### src/hw/rtl/rcps_pkg.sv
`timescale 1ns / 1ps
// ----------------------------------------------------------------------------
// rcps_pkg
// Widths, register codes and word types of the rounded card pixel shader.
// ----------------------------------------------------------------------------
package rcps_pkg;

    localparam int COORD_BITS = 12;
    localparam int FRAC_BITS  = 4;

    localparam int FIELD_W    = 12;
    localparam int DIM_W      = 12;
    localparam int RAD_W      = 11;
    localparam int RGB_W      = 24;
    localparam int STRIPE_W   = 8;
    localparam int COORD_USE  = (COORD_BITS < FIELD_W) ? COORD_BITS : FIELD_W;

    // |pixel centre| < 2^(DIM_W+F); q = |p| - h + r stays below 2^(DIM_W+F+1)
    localparam int ABS_W      = DIM_W + FRAC_BITS;
    localparam int LEN_W      = DIM_W + FRAC_BITS + 2;
    localparam int OUT_W      = DIM_W + FRAC_BITS + 1;
    localparam int ROOT_W     = OUT_W + 1;
    localparam int RAD2_W     = 2 * ROOT_W;
    localparam int REM_W      = ROOT_W + 2;
    localparam int DIST_W     = ROOT_W + 2;
    localparam int COV_W      = DIST_W + 1;
    localparam int NUM_CELLS  = ROOT_W;
    localparam int ALPHA_W    = 8;

    localparam int HALF_UNIT  = 1 << (FRAC_BITS - 1);
    localparam int ONE_UNIT   = 1 << FRAC_BITS;

    localparam int CFG_ADDR_W = 3;
    localparam int CFG_DATA_W = 24;
    localparam int IN_DATA_W  = 24;
    localparam int OUT_DATA_W = 32;

    localparam logic [CFG_ADDR_W-1:0] CFG_CARD_WIDTH    = 3'd0;
    localparam logic [CFG_ADDR_W-1:0] CFG_CARD_HEIGHT   = 3'd1;
    localparam logic [CFG_ADDR_W-1:0] CFG_CORNER_RADIUS = 3'd2;
    localparam logic [CFG_ADDR_W-1:0] CFG_FILL_COLOR    = 3'd3;
    localparam logic [CFG_ADDR_W-1:0] CFG_RIM_COLOR     = 3'd4;
    localparam logic [CFG_ADDR_W-1:0] CFG_ACCENT_COLOR  = 3'd5;
    localparam logic [CFG_ADDR_W-1:0] CFG_STRIPE_WIDTH  = 3'd6;

    typedef logic signed [LEN_W-1:0]  t_len;
    typedef logic signed [DIST_W-1:0] t_dist;
    typedef logic signed [COV_W-1:0]  t_cov;

    typedef struct packed {
        logic [DIM_W-1:0]    card_width;
        logic [DIM_W-1:0]    card_height;
        logic [RAD_W-1:0]    corner_radius;
        logic [RGB_W-1:0]    fill_color;
        logic [RGB_W-1:0]    rim_color;
        logic [RGB_W-1:0]    accent_color;
        logic [STRIPE_W-1:0] stripe_width;
    } t_cfg;

    // Word moving down the square-root chain, with side data riding along
    typedef struct packed {
        logic [RAD2_W-1:0] radicand;
        logic [REM_W-1:0]  rem;
        logic [ROOT_W-1:0] root;
        t_len              inner;
        logic              stripe;
    } t_root_word;

endpackage

### src/hw/rtl/rcps_front.sv
`timescale 1ns / 1ps
// ----------------------------------------------------------------------------
// rcps_front
// Pixel centre, box excess per axis and the sum of squares (four stages).
// ----------------------------------------------------------------------------
module rcps_front (
    input  logic                        i_clk,
    input  logic                        i_rst_n,
    input  logic                        i_en,
    input  logic                        i_valid,
    input  logic [rcps_pkg::FIELD_W-1:0] i_column,
    input  logic [rcps_pkg::FIELD_W-1:0] i_line_index,
    input  rcps_pkg::t_cfg              i_cfg,
    output logic                        o_valid,
    output rcps_pkg::t_root_word        o_word
);
    import rcps_pkg::*;

    logic [COORD_USE-1:0] col_m, row_m;
    t_len                 px, py, nx, ny;
    logic [ABS_W-1:0]     ax, ay;
    logic                 stripe;

    logic [ABS_W-1:0]     r_ax, r_ay;
    logic                 r_stripe1, r_v1;

    t_len                 hw, hh, rr, qx, qy, qmax;
    logic [OUT_W-1:0]     ox, oy;
    t_len                 inner;

    logic [OUT_W-1:0]     r_ox, r_oy;
    t_len                 r_inside2, r_inside3, r_inside4;
    logic                 r_stripe2, r_stripe3, r_stripe4, r_v2, r_v3, r_v4;

    logic [2*OUT_W-1:0]   sq_x, sq_y;
    logic [2*OUT_W-1:0]   r_sqx, r_sqy;
    logic [RAD2_W-1:0]    r_sum;

    // Stage 1: centre offset (2*c + 1 - w) * half unit, then magnitude
    always_comb begin
        col_m  = i_column[COORD_USE-1:0];
        row_m  = i_line_index[COORD_USE-1:0];
        px     = (t_len'({1'b0, col_m, 1'b1}) - t_len'({1'b0, i_cfg.card_width}))
                 <<< (FRAC_BITS - 1);
        py     = (t_len'({1'b0, row_m, 1'b1}) - t_len'({1'b0, i_cfg.card_height}))
                 <<< (FRAC_BITS - 1);
        nx     = -px;
        ny     = -py;
        ax     = px[LEN_W-1] ? nx[ABS_W-1:0] : px[ABS_W-1:0];
        ay     = py[LEN_W-1] ? ny[ABS_W-1:0] : py[ABS_W-1:0];
        stripe = FIELD_W'(col_m) < FIELD_W'(i_cfg.stripe_width);
    end

    // Stage 2: q = |p| - h + r, outside part per axis, inside part
    always_comb begin
        hw     = t_len'({1'b0, i_cfg.card_width})    <<< (FRAC_BITS - 1);
        hh     = t_len'({1'b0, i_cfg.card_height})   <<< (FRAC_BITS - 1);
        rr     = t_len'({1'b0, i_cfg.corner_radius}) <<< FRAC_BITS;
        qx     = t_len'({1'b0, r_ax}) - hw + rr;
        qy     = t_len'({1'b0, r_ay}) - hh + rr;
        ox     = (qx > 0) ? qx[OUT_W-1:0] : '0;
        oy     = (qy > 0) ? qy[OUT_W-1:0] : '0;
        qmax   = (qx > qy) ? qx : qy;
        inner  = qmax[LEN_W-1] ? qmax : '0;
    end

    // Stage 3: squares
    always_comb begin
        sq_x = r_ox * r_ox;
        sq_y = r_oy * r_oy;
    end

    always_ff @(posedge i_clk) begin
        if (!i_rst_n) begin
            r_v1 <= 1'b0;
            r_v2 <= 1'b0;
            r_v3 <= 1'b0;
            r_v4 <= 1'b0;
        end else if (i_en) begin
            r_v1 <= i_valid;
            r_v2 <= r_v1;
            r_v3 <= r_v2;
            r_v4 <= r_v3;
        end
    end

    always_ff @(posedge i_clk) begin
        if (i_en) begin
            r_ax      <= ax;
            r_ay      <= ay;
            r_stripe1 <= stripe;
            r_ox      <= ox;
            r_oy      <= oy;
            r_inside2 <= inner;
            r_stripe2 <= r_stripe1;
            r_sqx     <= sq_x;
            r_sqy     <= sq_y;
            r_inside3 <= r_inside2;
            r_stripe3 <= r_stripe2;
            r_sum     <= RAD2_W'(r_sqx) + RAD2_W'(r_sqy);
            r_inside4 <= r_inside3;
            r_stripe4 <= r_stripe3;
        end
    end

    always_comb begin
        o_valid         = r_v4;
        o_word.radicand = r_sum;
        o_word.rem      = '0;
        o_word.root     = '0;
        o_word.inner    = r_inside4;
        o_word.stripe   = r_stripe4;
    end

endmodule

### src/hw/rtl/rcps_sqrt_cell.sv
`timescale 1ns / 1ps
// ----------------------------------------------------------------------------
// rcps_sqrt_cell
// One digit of the restoring square root: takes two radicand bits, yields
// one root bit, and hands the word to the next cell.
// ----------------------------------------------------------------------------
module rcps_sqrt_cell (
    input  logic                 i_clk,
    input  logic                 i_rst_n,
    input  logic                 i_en,
    input  logic                 i_valid,
    input  rcps_pkg::t_root_word i_word,
    output logic                 o_valid,
    output rcps_pkg::t_root_word o_word
);
    import rcps_pkg::*;

    logic [REM_W-1:0] rem_sh, trial, rem_sub;
    logic             take;
    t_root_word       n_word;
    t_root_word       r_word;
    logic             r_valid;

    always_comb begin
        rem_sh  = {i_word.rem[REM_W-3:0], i_word.radicand[RAD2_W-1 -: 2]};
        trial   = {i_word.root, 2'b01};
        rem_sub = rem_sh - trial;
        take    = rem_sh >= trial;

        n_word          = i_word;
        n_word.radicand = {i_word.radicand[RAD2_W-3:0], 2'b00};
        n_word.rem      = take ? rem_sub : rem_sh;
        n_word.root     = {i_word.root[ROOT_W-2:0], take};
    end

    always_ff @(posedge i_clk) begin
        if (!i_rst_n) begin
            r_valid <= 1'b0;
        end else if (i_en) begin
            r_valid <= i_valid;
        end
    end

    always_ff @(posedge i_clk) begin
        if (i_en) begin
            r_word <= n_word;
        end
    end

    assign o_valid = r_valid;
    assign o_word  = r_word;

endmodule

### src/hw/rtl/rcps_shade.sv
`timescale 1ns / 1ps
// ----------------------------------------------------------------------------
// rcps_shade
// Distance, coverage, alpha and colour pick; ends in the output register.
// ----------------------------------------------------------------------------
module rcps_shade (
    input  logic                            i_clk,
    input  logic                            i_rst_n,
    input  logic                            i_en,
    input  logic                            i_valid,
    input  rcps_pkg::t_root_word            i_word,
    input  rcps_pkg::t_cfg                  i_cfg,
    output logic                            o_valid,
    output logic                            o_covered,
    output logic [rcps_pkg::OUT_DATA_W-1:0] o_pixel_argb
);
    import rcps_pkg::*;

    localparam int AF_W = FRAC_BITS + 9;

    t_dist               sdist;
    t_dist               r_dist;
    logic                r_stripe, r_v1;

    t_cov                cov;
    logic                covered;
    logic [FRAC_BITS:0]  cov_c;
    logic [AF_W-1:0]     alpha_full;
    logic [ALPHA_W-1:0]  alpha;
    logic [RGB_W-1:0]    rgb;

    logic                r_valid, r_covered;
    logic [OUT_DATA_W-1:0] r_argb;

    // d = outside + inside - r
    always_comb begin
        sdist = t_dist'({1'b0, i_word.root}) + t_dist'(i_word.inner)
              - t_dist'({1'b0, i_cfg.corner_radius, FRAC_BITS'(0)});
    end

    always_comb begin
        cov        = t_cov'(HALF_UNIT) - t_cov'(r_dist);
        covered    = cov > 0;
        cov_c      = (cov > t_cov'(ONE_UNIT)) ? (FRAC_BITS + 1)'(ONE_UNIT)
                                               : cov[FRAC_BITS:0];
        // cov * 255 + half, rounded half up
        alpha_full = AF_W'({cov_c, 8'h00}) - AF_W'(cov_c) + AF_W'(HALF_UNIT);
        alpha      = alpha_full[AF_W-1] ? {ALPHA_W{1'b1}}
                                        : alpha_full[AF_W-2:FRAC_BITS];
        if (r_stripe) begin
            rgb = i_cfg.accent_color;
        end else if (r_dist > t_dist'(-3 * HALF_UNIT)) begin
            rgb = i_cfg.rim_color;
        end else begin
            rgb = i_cfg.fill_color;
        end
    end

    always_ff @(posedge i_clk) begin
        if (!i_rst_n) begin
            r_v1    <= 1'b0;
            r_valid <= 1'b0;
        end else if (i_en) begin
            r_v1    <= i_valid;
            r_valid <= r_v1;
        end
    end

    always_ff @(posedge i_clk) begin
        if (i_en) begin
            r_dist    <= sdist;
            r_stripe  <= i_word.stripe;
            r_covered <= covered;
            r_argb    <= covered ? {alpha, rgb} : '0;
        end
    end

    assign o_valid      = r_valid;
    assign o_covered    = r_covered;
    assign o_pixel_argb = r_argb;

endmodule

### src/hw/rtl/rounded_card_pixel_shader_core.sv
`timescale 1ns / 1ps
// Pipe from an accepted input word to its result word: 4 geometry
//   stages, 18 square-root cells, 2 shading stages.
// Throughput: one pixel per clock; the whole pipe stalls only while the
//   output word is held by backpressure.
// Reset (synchronous, active low) empties the pipe and loads the register
//   defaults: 360 x 56 card, radius 12, stripe 3, black colours.
// ----------------------------------------------------------------------------
// rounded_card_pixel_shader_core
// Antialiased rounded-card ARGB shader, one card-local pixel per word.
// ----------------------------------------------------------------------------
module rounded_card_pixel_shader_core (
    input  logic                            i_clk,
    input  logic                            i_rst_n,
    input  logic                            i_cfg_we,
    input  logic [rcps_pkg::CFG_ADDR_W-1:0] i_cfg_addr,
    input  logic [rcps_pkg::CFG_DATA_W-1:0] i_cfg_wdata,
    input  logic                            i_s_axis_tvalid,
    output logic                            o_s_axis_tready,
    // [11:0] column, [23:12] line_index
    input  logic [rcps_pkg::IN_DATA_W-1:0]  i_s_axis_tdata,
    output logic                            o_m_axis_tvalid,
    input  logic                            i_m_axis_tready,
    // [31:0] pixel_argb
    output logic [rcps_pkg::OUT_DATA_W-1:0] o_m_axis_tdata,
    // [0] covered
    output logic                            o_m_axis_tuser
);
    import rcps_pkg::*;

    t_cfg       r_cfg;
    logic       en;
    logic       front_valid;
    t_root_word front_word;
    logic       cell_valid [NUM_CELLS+1];
    t_root_word cell_word  [NUM_CELLS+1];

    always_ff @(posedge i_clk) begin
        if (!i_rst_n) begin
            r_cfg.card_width    <= DIM_W'(360);
            r_cfg.card_height   <= DIM_W'(56);
            r_cfg.corner_radius <= RAD_W'(12);
            r_cfg.fill_color    <= '0;
            r_cfg.rim_color     <= '0;
            r_cfg.accent_color  <= '0;
            r_cfg.stripe_width  <= STRIPE_W'(3);
        end else if (i_cfg_we) begin
            case (i_cfg_addr)
                CFG_CARD_WIDTH:    r_cfg.card_width    <= i_cfg_wdata[DIM_W-1:0];
                CFG_CARD_HEIGHT:   r_cfg.card_height   <= i_cfg_wdata[DIM_W-1:0];
                CFG_CORNER_RADIUS: r_cfg.corner_radius <= i_cfg_wdata[RAD_W-1:0];
                CFG_FILL_COLOR:    r_cfg.fill_color    <= i_cfg_wdata[RGB_W-1:0];
                CFG_RIM_COLOR:     r_cfg.rim_color     <= i_cfg_wdata[RGB_W-1:0];
                CFG_ACCENT_COLOR:  r_cfg.accent_color  <= i_cfg_wdata[RGB_W-1:0];
                CFG_STRIPE_WIDTH:  r_cfg.stripe_width  <= i_cfg_wdata[STRIPE_W-1:0];
                default: begin
                end
            endcase
        end
    end

    // advance everything unless a finished word is waiting downstream
    assign en              = !o_m_axis_tvalid || i_m_axis_tready;
    assign o_s_axis_tready = en;

    rcps_front u_front (
        .i_clk        (i_clk),
        .i_rst_n      (i_rst_n),
        .i_en         (en),
        .i_valid      (i_s_axis_tvalid),
        .i_column     (i_s_axis_tdata[FIELD_W-1:0]),
        .i_line_index (i_s_axis_tdata[2*FIELD_W-1:FIELD_W]),
        .i_cfg        (r_cfg),
        .o_valid      (front_valid),
        .o_word       (front_word)
    );

    assign cell_valid[0] = front_valid;
    assign cell_word[0]  = front_word;

    for (genvar g = 0; g < NUM_CELLS; g++) begin : g_cell
        rcps_sqrt_cell u_cell (
            .i_clk   (i_clk),
            .i_rst_n (i_rst_n),
            .i_en    (en),
            .i_valid (cell_valid[g]),
            .i_word  (cell_word[g]),
            .o_valid (cell_valid[g+1]),
            .o_word  (cell_word[g+1])
        );
    end

    rcps_shade u_shade (
        .i_clk        (i_clk),
        .i_rst_n      (i_rst_n),
        .i_en         (en),
        .i_valid      (cell_valid[NUM_CELLS]),
        .i_word       (cell_word[NUM_CELLS]),
        .i_cfg        (r_cfg),
        .o_valid      (o_m_axis_tvalid),
        .o_covered    (o_m_axis_tuser),
        .o_pixel_argb (o_m_axis_tdata)
    );

endmodule

### config.mk
export PLATFORM = sky130hd
export DESIGN_NAME = rounded_card_pixel_shader_core
export DESIGN_NICKNAME = d
export VERILOG_FILES = /design/src/hw/rtl/rcps_pkg.sv /design/src/hw/rtl/rcps_front.sv /design/src/hw/rtl/rcps_sqrt_cell.sv /design/src/hw/rtl/rcps_shade.sv /design/src/hw/rtl/rounded_card_pixel_shader_core.sv
export SDC_FILE = /design/constraint.sdc
export NUM_CORES = 2
export LEC_CHECK = 0
export BUFFER_PORTS_ARGS = -buffer_cell sky130_fd_sc_hd__buf_2
export CAP_MARGIN = 20
export CORE_MARGIN = 3
export CORE_UTILIZATION = 65
export DETAILED_ROUTE_END_ITERATION = 10
export GPL_TIMING_DRIVEN = 0
export HOLD_SLACK_MARGIN = 0.02
export PLACE_DENSITY_LB_ADDON = 0.3
export SETUP_SLACK_MARGIN = 0.5
export SYNTH_ARGS = -nofsm -noshare
export SYNTH_HDL_FRONTEND = slang
export SYNTH_SLANG_ARGS = --single-unit
### constraint.sdc
create_clock -name i_clk -period 100 [get_ports i_clk]
set_clock_uncertainty 0.1 [all_clocks]
set_input_delay 20 -clock i_clk [delete_from_list [all_inputs] [get_ports i_clk]]
set_output_delay 20 -clock i_clk [all_outputs]
set_load 0.1 [all_outputs]
# After elaboration in Yosys (flattened, before gate mapping)
# Cells that the tools add are included.
[word_totals] regBits=1531 inputBits=56 out_inout_bits=35 wordCells=240
[classes] add_sub_neg=31 mul=2 n_lt_le_gt_ge=25 eq_ne=6 n_mux=25 reduce_logical=10
[ops] cell="2-to-1 mux 18 bit" count=18
[ops] cell="multiplier 17 x 17 -> 34 bit" count=2
[ops] cell="2-to-1 mux 24 bit" count=2
[ops] cell="adder 17 x 16 -> 18 bit" count=2
[ops] cell="> comparator 18 x 1 -> 1 bit, second input constant" count=2
[ops] cell="adder 34 x 34 -> 35 bit" count=1
[ops] cell="subtractor 16 x 15 -> 17 bit" count=2
[ops] cell="2-to-1 mux 16 bit" count=2
[ops] cell="negation 16 bit" count=2
[ops] cell="subtractor 13 x 12 -> 14 bit" count=2
[ops] cell="> comparator 21 x 1 -> 1 bit, second input constant" count=1
[ops] cell="> comparator 21 x 6 -> 1 bit, second input constant" count=1
[ops] cell="subtractor 5 x 20 -> 21 bit, first input constant" count=1
[ops] cell="adder 19 x 18 -> 20 bit" count=1
[ops] cell=">= comparator 20 x 10 -> 1 bit" count=1
[ops] cell=">= comparator 20 x 11 -> 1 bit" count=1
[ops] cell=">= comparator 20 x 12 -> 1 bit" count=1
[ops] cell=">= comparator 20 x 13 -> 1 bit" count=1
[ops] cell=">= comparator 20 x 14 -> 1 bit" count=1
[ops] cell=">= comparator 20 x 15 -> 1 bit" count=1
[ops] cell=">= comparator 20 x 16 -> 1 bit" count=1
[ops] cell=">= comparator 20 x 17 -> 1 bit" count=1
[ops] cell=">= comparator 20 x 18 -> 1 bit" count=1
[ops] cell=">= comparator 20 x 19 -> 1 bit" count=1
[ops] cell="41 further kinds" count=50

# Logic depth before layout (Yosys ltp)
[depth] ltp_word=6 depth_mapped=30 ltp_nobuf=28

# Hierarchy
# From an unflattened synthesis, not the netlist that was laid out.
[unflattened] cells_unflattened=8586 area_unflattened_um2=108233.8
[modules_own_cells] module="rcps_sqrt_cell at g_cell[10].u_cell ..." n_inst=17 cells_per_inst=297 area_per_inst_um2=4219.0 seq_area_each_um2=2752.6
[modules_own_cells] module="rcps_front" n_inst=1 cells_per_inst=2347 area_per_inst_um2=23547.6 seq_area_each_um2=5665.4
[modules_own_cells] module="rcps_shade" n_inst=1 cells_per_inst=468 area_per_inst_um2=4479.3 seq_area_each_um2=1661.6
[modules_own_cells] module="rounded_card_pixel_shader_core" n_inst=1 cells_per_inst=418 area_per_inst_um2=4305.4 seq_area_each_um2=2302.2
[modules_own_cells] module="rcps_sqrt_cell at g_cell[0].u_cell" n_inst=1 cells_per_inst=304 area_per_inst_um2=4177.8 seq_area_each_um2=2752.6

# Worst setup path after synthesis
# Ideal clock, no wire load.
[synth_timing] kind="input to output" from="input port i_m_axis_tready" to="output port o_s_axis_tready" arrival_time_ps=53069 path_slack_ps=26831 path_stages=4 cell_sequence="nor2b_1 > clkbuf_1 > inv_1 > buf_1"
[synth_between] elab_chain_len=1
[synth_rtl] element="start: declaration" line_no="rounded_card_pixel_shader_core.sv:23" source="input logic i_m_axis_tready,"
[synth_rtl] element="logical OR 1 bit" line_no="rounded_card_pixel_shader_core.sv:63" source="assign en = !o_m_axis_tvalid || i_m_axis_tready;"
[synth_rtl] element="end: declaration" line_no="rounded_card_pixel_shader_core.sv:19" source="output logic o_s_axis_tready,"
# Every way passes these cells.

# Worst setup path in the final report
# Ends and elaborated chain as after synthesis.

==> flow_results.xml <==
<?xml version="1.0" encoding="UTF-8"?>
<metrics>
  <group name="critical_path">
    <metric name="cp.arrival" unit="ns">22.95</metric>
    <metric name="cpMostUsedCell" unit="">sky130_fd_sc_hd__buf_12</metric>
    <metric name="setup.worst_path.class" unit="">primary input to output port</metric>
    <metric name="cp_cell_sequence" unit="">buf_2, nor2b_1, clkbuf_1, inv_1, buf_2, buf_12, buf_12, buf_12, buf_12, buf_12, buf_2</metric>
    <metric name="start_kind" unit="">primary input</metric>
    <metric name="timing.critical_path.fanout_max" unit="">41</metric>
    <metric name="endpoint_kind" unit="">output port</metric>
    <metric name="critical-path-max-stage-delay" unit="ns">0.64</metric>
    <metric name="critical_path.slowest_cell" unit="">sky130_fd_sc_hd__buf_2</metric>
    <metric name="critPathRequiredTime" unit="ns">79.90</metric>
  </group>
  <group name="cells_and_area">
    <metric name="area_growth" unit="%">10.2</metric>
    <metric name="filler_cell_count" unit="">6835</metric>
    <metric name="fin_nets" unit="">7054</metric>
    <metric name="final_cell_area" unit="um^2">78400</metric>
    <metric name="finalCoreUtilization" unit="%">72.8</metric>
    <metric name="drive_above_1_share" unit="%">6.82</metric>
  </group>
  <group name="drt">
    <metric name="drt_antenna_net_count" unit="">0</metric>
    <metric name="dr_total_vias" unit="">44600</metric>
    <metric name="drc" unit="">0</metric>
    <metric name="detail_routed_via_count_per_cell" unit="">5.77</metric>
    <metric name="avgRoutedWirePerCell" unit="um">18.4</metric>
    <metric name="detailedRoute.firstIterationViolations" unit="">3585</metric>
    <metric name="drt-total-wl" unit="mm">142</metric>
    <metric name="dr_pass1_iterations" unit="">5</metric>
  </group>
  <group name="sta">
    <metric name="max_slew.worst_pin.slew" unit="ns">1.01</metric>
    <metric name="final_min_period_over_clock_period" unit="%">43.0</metric>
    <metric name="min_period" unit="ns">43.05</metric>
    <metric name="timing_max_transition_violations_final" unit="">0</metric>
    <metric name="finalHoldViolations" unit="">0</metric>
    <metric name="unrepaired_setup_endpoints_after_global_routing" unit="">false</metric>
    <metric name="setup_viol" unit="">0</metric>
    <metric name="fin_tns_setup" unit="ns">0</metric>
    <metric name="max-slew-margin-rel" unit="%">32.1</metric>
    <metric name="worst_slack" unit="ns">56.95</metric>
    <metric name="max_clock_freq" unit="MHz">23.2</metric>
  </group>
  <group name="die">
    <metric name="count_of_standard_cell_rows" unit="">120</metric>
    <metric name="pin_count" unit="">91</metric>
    <metric name="design.die.area" unit="um^2">114000</metric>
    <metric name="die_width" unit="um">337</metric>
    <metric name="initial_utilization" unit="%">66.0</metric>
    <metric name="die_height" unit="um">337</metric>
    <metric name="std_cell_core_area" unit="um^2">108000</metric>
  </group>
  <group name="outcome">
    <metric name="status" unit="">finished clean</metric>
  </group>
  <group name="synthesis">
    <metric name="yosys.cell_count.top_type" unit="">sky130_fd_sc_hd__edfxtp_1</metric>
    <metric name="area_contributors_post_synth" unit="">sky130_fd_sc_hd__edfxtp_1, sky130_fd_sc_hd__ha_1, sky130_fd_sc_hd__fa_1, sky130_fd_sc_hd__inv_1, sky130_fd_sc_hd__dfxtp_1</metric>
    <metric name="most_common_flop_cell_mapped_by_yosys" unit="">sky130_fd_sc_hd__edfxtp_1</metric>
    <metric name="synth.mux.area_fraction" unit="%">1.09</metric>
    <metric name="number_of_enable_flip_flop_cells_after_synthesis" unit="">1187</metric>
    <metric name="post_synth_inst_count" unit="">5950</metric>
    <metric name="synth_largest_area_cell" unit="">sky130_fd_sc_hd__edfxtp_1</metric>
    <metric name="yosys.area_share.adder" unit="%">16.6</metric>
    <metric name="synth.top_cell.area_share" unit="%">50.1</metric>
    <metric name="syn_area" unit="um^2">71200</metric>
    <metric name="xor_xnor_fraction_of_synth_area" unit="%">4.71</metric>
    <metric name="synth_area_per_cell" unit="um^2">12.0</metric>
    <metric name="synth.top_cells.by_count" unit="">sky130_fd_sc_hd__edfxtp_1, sky130_fd_sc_hd__inv_1, sky130_fd_sc_hd__nand2_1, sky130_fd_sc_hd__ha_1, sky130_fd_sc_hd__nor2_1</metric>
    <metric name="ys_seq_elements" unit="">1326</metric>
    <metric name="synth-compound-area-share" unit="%">8.63</metric>
    <metric name="ys_types" unit="">86</metric>
    <metric name="synth_top_family_by_area" unit="">adder cells</metric>
    <metric name="register_area_share_after_synthesis" unit="%">54.0</metric>
    <metric name="synth_simple_gate_area_share" unit="%">10.3</metric>
    <metric name="async_flop_share" unit="%">0</metric>
    <metric name="synthesis.yosys.warnings" unit="">0</metric>
  </group>
  <group name="clock_network">
    <metric name="cts-root-buf" unit="">sky130_fd_sc_hd__clkbuf_16</metric>
    <metric name="tritoncts" unit="">done</metric>
    <metric name="cts_buffers" unit="">135</metric>
    <metric name="postCtsSetupBuffers" unit="">0</metric>
    <metric name="cts-hold-fix-buffers" unit="">0</metric>
    <metric name="clock_transition_at_the_registers_of_the_reported_paths" unit="ns">0.06</metric>
    <metric name="cts.sinks" unit="">1326</metric>
    <metric name="cts_h_tree_depth" unit="">4</metric>
    <metric name="cts_max_path_buffers" unit="">3</metric>
    <metric name="ctsResizeCount" unit="">0</metric>
    <metric name="skew_pair_late_insertion_delay" unit="ns">0.75</metric>
  </group>
  <group name="placement">
    <metric name="numPortBuffers" unit="">89</metric>
    <metric name="detailed_place.area" unit="um^2">74000</metric>
    <metric name="hpwlAfterDp" unit="mm">103</metric>
    <metric name="place_worst_setup_slack" unit="ns">56.94</metric>
    <metric name="gp_routability_congestion" unit="">0.876</metric>
  </group>
  <group name="run">
    <metric name="timing.max_cap.violations" unit="">0</metric>
  </group>
  <group name="global_route">
    <metric name="grt_usage" unit="%">25.4</metric>
    <metric name="globalRouteOverflowTotal" unit="">0</metric>
    <metric name="grt_max_degree" unit="">48</metric>
    <metric name="wire_length_of_the_first_global_routing_pass" unit="mm">228</metric>
    <metric name="via_count_of_the_first_global_routing_pass" unit="">45200</metric>
    <metric name="number_of_antenna_violations_at_the_first_check_in_global_routing" unit="">3</metric>
  </group>
  <group name="hold_path">
    <metric name="hold_path_class" unit="">register to register</metric>
  </group>
</metrics>
## cell usage in the layout, fill, tap and decap left out, types with 66 or more instances in the layout
cell type	synthesis	final
sky130_fd_sc_hd__a21o_1	76	76
sky130_fd_sc_hd__nor3_1	97	97
sky130_fd_sc_hd__fa_1	261	261
sky130_fd_sc_hd__and2_1	104	104
sky130_fd_sc_hd__inv_1	758	758
sky130_fd_sc_hd__edfxtp_1	1187	1187
sky130_fd_sc_hd__a21boi_0	145	145
sky130_fd_sc_hd__xnor2_1	237	237
sky130_fd_sc_hd__nand2_1	543	543
sky130_fd_sc_hd__nand2b_1	66	66
sky130_fd_sc_hd__nor2_1	360	360
sky130_fd_sc_hd__o21a_1	75	75
sky130_fd_sc_hd__xor2_1	146	146
sky130_fd_sc_hd__a21oi_1	295	295
sky130_fd_sc_hd__buf_2	2	92
sky130_fd_sc_hd__clkbuf_16	0	139
sky130_fd_sc_hd__ha_1	529	529
sky130_fd_sc_hd__nand3_1	72	72
sky130_fd_sc_hd__dfxtp_1	139	139
sky130_fd_sc_hd__nor2b_1	80	80
sky130_fd_sc_hd__o21ai_0	169	169
sky130_fd_sc_hd__clkbuf_1	118	138
## final timing paths
path	slack, ns	endpoint	cells after the start	from
hold / removal	0.30	g_cell[1].u_cell.o_word[87]$_DFFE_PP_	0	g_cell[0].u_cell.o_word[85]$_DFFE_PP_
setup / recovery	56.95	o_s_axis_tready	11	i_m_axis_tready
hold reg to reg	0.30	g_cell[1].u_cell.o_word[87]$_DFFE_PP_	0	g_cell[0].u_cell.o_word[85]$_DFFE_PP_
setup reg to reg	92.65	u_front.r_sqx[33]$_DFFE_PP_	23	u_front.r_ox[5]$_SDFFCE_PP0P_
## registers in the layout (all words and copies together) (netlist names), 13 cells and up
name	cells
u_front.r_ax	13
u_front.r_sqx	27
u_shade.r_dist	20
u_front.r_oy	14
u_front.r_inside3	15
u_front.r_sum	29
u_front.r_ox	14
u_front.r_ay	13
u_front.r_sqy	27
g_cell.u_cell.o_word	947
u_front.r_inside2	15
u_front.r_inside4	15
r_cfg	115
g_cell.u_cell.o_valid	18
u_shade.o_pixel_argb	32
## logic make-up after synthesis
family	Yosys count
adder cells (fa/ha/maj)	790
multiplexers	72
AND/OR/NAND/NOR	1541
XOR/XNOR	383
flip-flops	1326
AO/OA/AOI/OAI	955
other	1
buffers and inverters	882
## per-layer routing
layer	wire length, um	global-route usage [%]	up-vias
met1	57200	32.1	21700
met3	8270	4.17	334
met2	71700	44.2	1326
li1	-	-	21200
met5	0	0	-
met4	4910	9.71	0
## stage by stage
step	hold slack (ns)	cells
after floorplan	0.300	5951
after global placement	0.300	7443
after detailed placement	0.305	7473
after CTS	0.295	7718
after global routing	0.304	7719
final	0.298	7720
## critical path: cells and delay by family
family	cells	cell delay, ns
buf+inv	10	2.82
simple gates	1	0.03
## final cells by class
cell class                      instances  area [um^2]  area share [%]
Clock buffer                          162         3590            4.58
Timing Repair Buffer                  120         1050            1.34
Antenna cell                            1         2.50         0.00319
Tap cell                             1403         1760            2.24
Sequential cell                      1326        38400            49.0
Buffer                                123          473           0.603
Clock inverter                         83          828            1.06
Inverter                              759         2850            3.63
Multi-Input combinational cell       3743        29500            37.5
Power is left out: the tool's default activity adds up to more than one toggle a clock period on the data nets, which glitch-free logic cannot reach.
